--- config.mk ---
export PLATFORM = sky130hd
export DESIGN_NAME = qvr_sat
export DESIGN_NICKNAME = d
export VERILOG_FILES = /design/src/sv/qvr_pkg.sv /design/src/sv/qvr_sat.sv
export SDC_FILE = /design/constraint.sdc
export NUM_CORES = 1
export LEC_CHECK = 0
export ABC_AREA = 0
export BUFFER_PORTS_ARGS = -buffer_cell sky130_fd_sc_hd__buf_2
export CAP_MARGIN = 20
export CORE_AREA = 2 2 134 136
export DETAILED_ROUTE_END_ITERATION = 6
export DIE_AREA = 0 0 136 138
export PLACE_DENSITY = 0.46
export SYNTH_ARGS = -nofsm -noshare
export SYNTH_HDL_FRONTEND = slang
export SYNTH_SLANG_ARGS = --single-unit
--- constraint.sdc ---
create_clock -name clk -period 2.07 [get_ports clk]
set_clock_uncertainty 0.05 [all_clocks]
set_input_delay 0.1035 -clock clk [delete_from_list [all_inputs] [get_ports clk]]
set_output_delay 0.1035 -clock clk [all_outputs]
set_load 0.02 [all_outputs]
--- src/sv/qvr_pkg.sv ---
// ----------------------------------------------------------------------------
// qvr_pkg
// Shared constants, register codes and pipeline control types for the
// quaternion vector rotate unit.
// ----------------------------------------------------------------------------
package qvr_pkg;

    // quaternion components are fixed 16-bit signed fixed point
    localparam int QUAT_BITS          = 16;
    localparam int VEC_WIDTH_DEF      = 16;
    localparam int QUAT_FRAC_BITS_DEF = 14;

    // rotation matrix entries: sums of 16x16 products, doubled
    localparam int MAT_W = 2 * QUAT_BITS + 2;

    // APB side
    localparam int ADDR_W = 4;
    localparam int DATA_W = 32;

    // pipeline depth from input transfer to result register
    localparam int NSTG = 5;

    localparam logic signed [QUAT_BITS-1:0] QUAT_W_RESET = 16'sd16384;
    localparam logic signed [QUAT_BITS-1:0] QUAT_V_RESET = 16'sd0;

    typedef enum logic [1:0] {
        REG_QUAT_W = 2'd0,
        REG_QUAT_X = 2'd1,
        REG_QUAT_Y = 2'd2,
        REG_QUAT_Z = 2'd3
    } reg_idx_t;

    // load enables for a module that holds two pipeline stages
    typedef struct packed {
        logic en_a;
        logic en_b;
    } stg_ctrl_t;

endpackage

--- src/sv/qvr_sat.sv ---
// ----------------------------------------------------------------------------
// qvr_sat
// Output stage. Drops the fraction bits of each rounded row sum, clips
// to the vector width and registers the result with the clip flag.
// ----------------------------------------------------------------------------
module qvr_sat #(
    parameter int VEC_WIDTH      = qvr_pkg::VEC_WIDTH_DEF,
    parameter int QUAT_FRAC_BITS = qvr_pkg::QUAT_FRAC_BITS_DEF,
    parameter int ACC_W          = 2 * qvr_pkg::MAT_W + 2 * QUAT_FRAC_BITS
) (
    input  logic                        clk,
    input  logic                        en,
    input  logic signed [ACC_W-1:0]     acc_in [3],
    input  logic                        last_in,
    output logic signed [VEC_WIDTH-1:0] rot_out [3],
    output logic                        sat_out,
    output logic                        last_out
);

    localparam logic signed [ACC_W-1:0] MAXV = (ACC_W'(1) <<< (VEC_WIDTH - 1)) - ACC_W'(1);
    localparam logic signed [ACC_W-1:0] MINV = -(ACC_W'(1) <<< (VEC_WIDTH - 1));

    logic signed [ACC_W-1:0]     sh       [3];
    logic signed [VEC_WIDTH-1:0] rot_reg  [3];
    logic signed [VEC_WIDTH-1:0] rot_next [3];
    logic                        sat_reg, sat_next;
    logic                        last_reg;

    always_comb
    begin
        sat_next = 1'b0;
        for (int r = 0; r < 3; r++)
        begin
            sh[r] = acc_in[r] >>> (2 * QUAT_FRAC_BITS);
            if (sh[r] > MAXV)
            begin
                rot_next[r] = MAXV[VEC_WIDTH-1:0];
                sat_next    = 1'b1;
            end
            else if (sh[r] < MINV)
            begin
                rot_next[r] = MINV[VEC_WIDTH-1:0];
                sat_next    = 1'b1;
            end
            else
            begin
                rot_next[r] = sh[r][VEC_WIDTH-1:0];
            end
        end
    end

    always_ff @(posedge clk)
    begin
        if (en)
        begin
            rot_reg  <= rot_next;
            sat_reg  <= sat_next;
            last_reg <= last_in;
        end
    end

    assign rot_out  = rot_reg;
    assign sat_out  = sat_reg;
    assign last_out = last_reg;

endmodule

==> flow_summary.yaml <==
status:
  status: "complete, no violations"
grt:
  grt_use_total_pct: 11.4
  grt_max_degree: 35
  grt_pass1_vias: 3326
  grt_pass1_wl_mm: 17.1
  grt_antenna_before_repair: 1
  gr-total-overflow: 0
logic_synthesis:
  async_flop_share_pct: 0
  ys_ff_latch: 50
  synth_largest_area_cell: "edfxtp_1"
  synth_enable_flop_cells: 50
  synth_commonest_cells: "edfxtp_1, nand4_1, nor4_1"
  ys.flop_type: "edfxtp_1"
  syn_inst: 269
  synthesis.nets: 560
  synth_cell_types: 19
  synth_top_cell_area_share_pct: 56.0
  yosysSeqAreaShare_pct: 56.0
  yosys_warnings: 0
  syn_avg_cell_area_um2: 9.97
  post-synth-top-count-cell: "edfxtp_1"
  syn_area_um2: 2680
  ys_top_cells_by_area: "edfxtp_1, nand4_1, nor4_1"
clock_network:
  cts_setup_buffers: 0
  clockBufferDepth: 2
  clock_sinks: 50
  ctsResizeCount: 0
  cts_tree: "yes"
  h-tree-depth: 2
  clkTransAtPathRegs_ps: 70
  clock_tree.root_cell: "clkbuf_16"
  hold_buffers: 2
  cts_made_buffers: 5
timing:
  worst_pin_slew_ps: 476
  finalSetupViolCount: 0
  fmax_mhz: 603
  slew_headroom_pct: 68.3
  hold_viol: 0
  slew_violations: 0
  fin_hold_ws_ps: 12.5
  rsz0062_at_grt: "no"
  finalSetupTns_ps: 0
  period_share_pct: 80.1
  period_minus_slack_ps: 1660
pwr:
  p_int_uw: 1900
  ir_drop_uv: 330
  swShare_pct: 27.1
  p_switching_uw: 706
  p_seq_share_pct: 47.1
  pwr-share-comb_pct: 22.5
  clkPwrFrac_pct: 30.3
  p_per_area_nw_per_um2: 587
  leakagePower_uw: 0.00198
floorplanning:
  io_pins: 341
  fp.dieH_um: 138
  die_x_um: 136
  rows: 49
  core_um2: 17500
  dieArea_um2: 18800
  start_util_pct: 15.3
drt:
  vias: 3215
  drt_drc_violations_left: 0
  drt_iter0_markers: 115
  wl_per_cell_um: 14.5
  ant_nets: 0
  dr.pass1.iters: 4
  routed_via_density: 4.23
  routed_wl_mm: 11.0
place:
  place_hpwl_mm: 9.43
  dp.cells: 751
  numPortBuffers: 256
  routabilityCongestion: 0.858
critical_path:
  start_kind: "primary input"
  cp_slowest_cell: "o41a_1"
  crit_fanout: 2
  cp_cell_sequence: "buf_2 > nor4_1 > nand4_1 > o41a_1 > or2_0 > nand4bb_1"
  path_class: "in2reg"
  end_kind: "flop"
  cp.arrival_ps: 1630
  critPathRequiredTime_ps: 2040
  slowest_delay_ps: 480
worst_hold_path:
  hold_path.class: "in2reg"
finish:
  drive_above_1_share_pct: 51.0
  diodes: 0
  nets: 822
  utilization_pct: 25.3
  layout.cells.non_filler: 760
  areaGrowthSynthToFinish_pct: 65.7
flow_run:
  max_cap_violations: 0
==> per-layer routing <==
layer  track usage, %  up-vias  wire (um)
li1                 -     1583          -
met1             13.9     1468       4520
met2             19.8      150       5330
met3             2.53       14        951
met4             3.45        0        209
met5                0        -          0
==> through the flow <==
step / setup WS [ps] / total power [uW] / cell area [um^2]
detailed placement: 83.6 / 1840 / 4280
CTS: 398 / 2660 / 4440
global placement: 65.7 / 1830 / 4280
global route: 294 / 2750 / 4440
floorplan: 440 / 1460 / 2680
finish: 411 / 2610 / 4440
==> state kept, by name, summed over array words and instances (netlist names) <==
name and cells:
sat_out 1, last_out 1, rot_out 48
==> power groups by stage <==
stage	Combinational [uW]	Clock [uW]	Sequential, uW
after floorplan	94.8	0	1370
after global placement	580	0	1250
after detailed placement	589	0	1250
after CTS	593	840	1230
after global routing	645	871	1240
final	588	791	1230
==> final cells by class <==
cell class,instances,area [um^2]
Tap cell,229,287
Fill cell,1983,13100
Clock buffer,5,125
Clock inverter,2,15.0
Inverter,33,124
Timing Repair Buffer,264,1370
Sequential cell,50,1500
Multi-Input combinational cell,177,1020
==> logic make-up after synthesis <==
family,count (synthesis),synth area share (%)
AO/OA/AOI/OAI,36,9.01
buffers and inverters,42,6.02
flip-flops,50,56.0
AND/OR/NAND/NOR,141,29.0
==> critical path, delay by kind of cell <==
family	cells	cell delay, ps
AND/OR/NAND/NOR	4	940
AO/OA/AOI/OAI	1	480
buffers and inverters	1	110
==> worst paths after layout <==
| kind | slack [ps] | from | depth (start not counted) | endpoint |
|---|---|---|---|---|
| worst max-delay path | 410 | acc_in[151] | 6 | sat_out |
| worst min-delay path | 10 | acc_in[287] | 1 | rot_out[47] |
==> cell usage in the layout (no fill, tap or decap), types with 5 or more instances in the layout <==
cell / synthesis / routed
nand2_1: 5 / 5
o21ai_0: 30 / 30
clkbuf_16: 0 / 5
inv_1: 33 / 33
nand4_1: 47 / 47
nor2_1: 36 / 36
edfxtp_1: 50 / 50
nor4_1: 44 / 44
buf_2: 1 / 256
(Power assumes the default switching activity.)
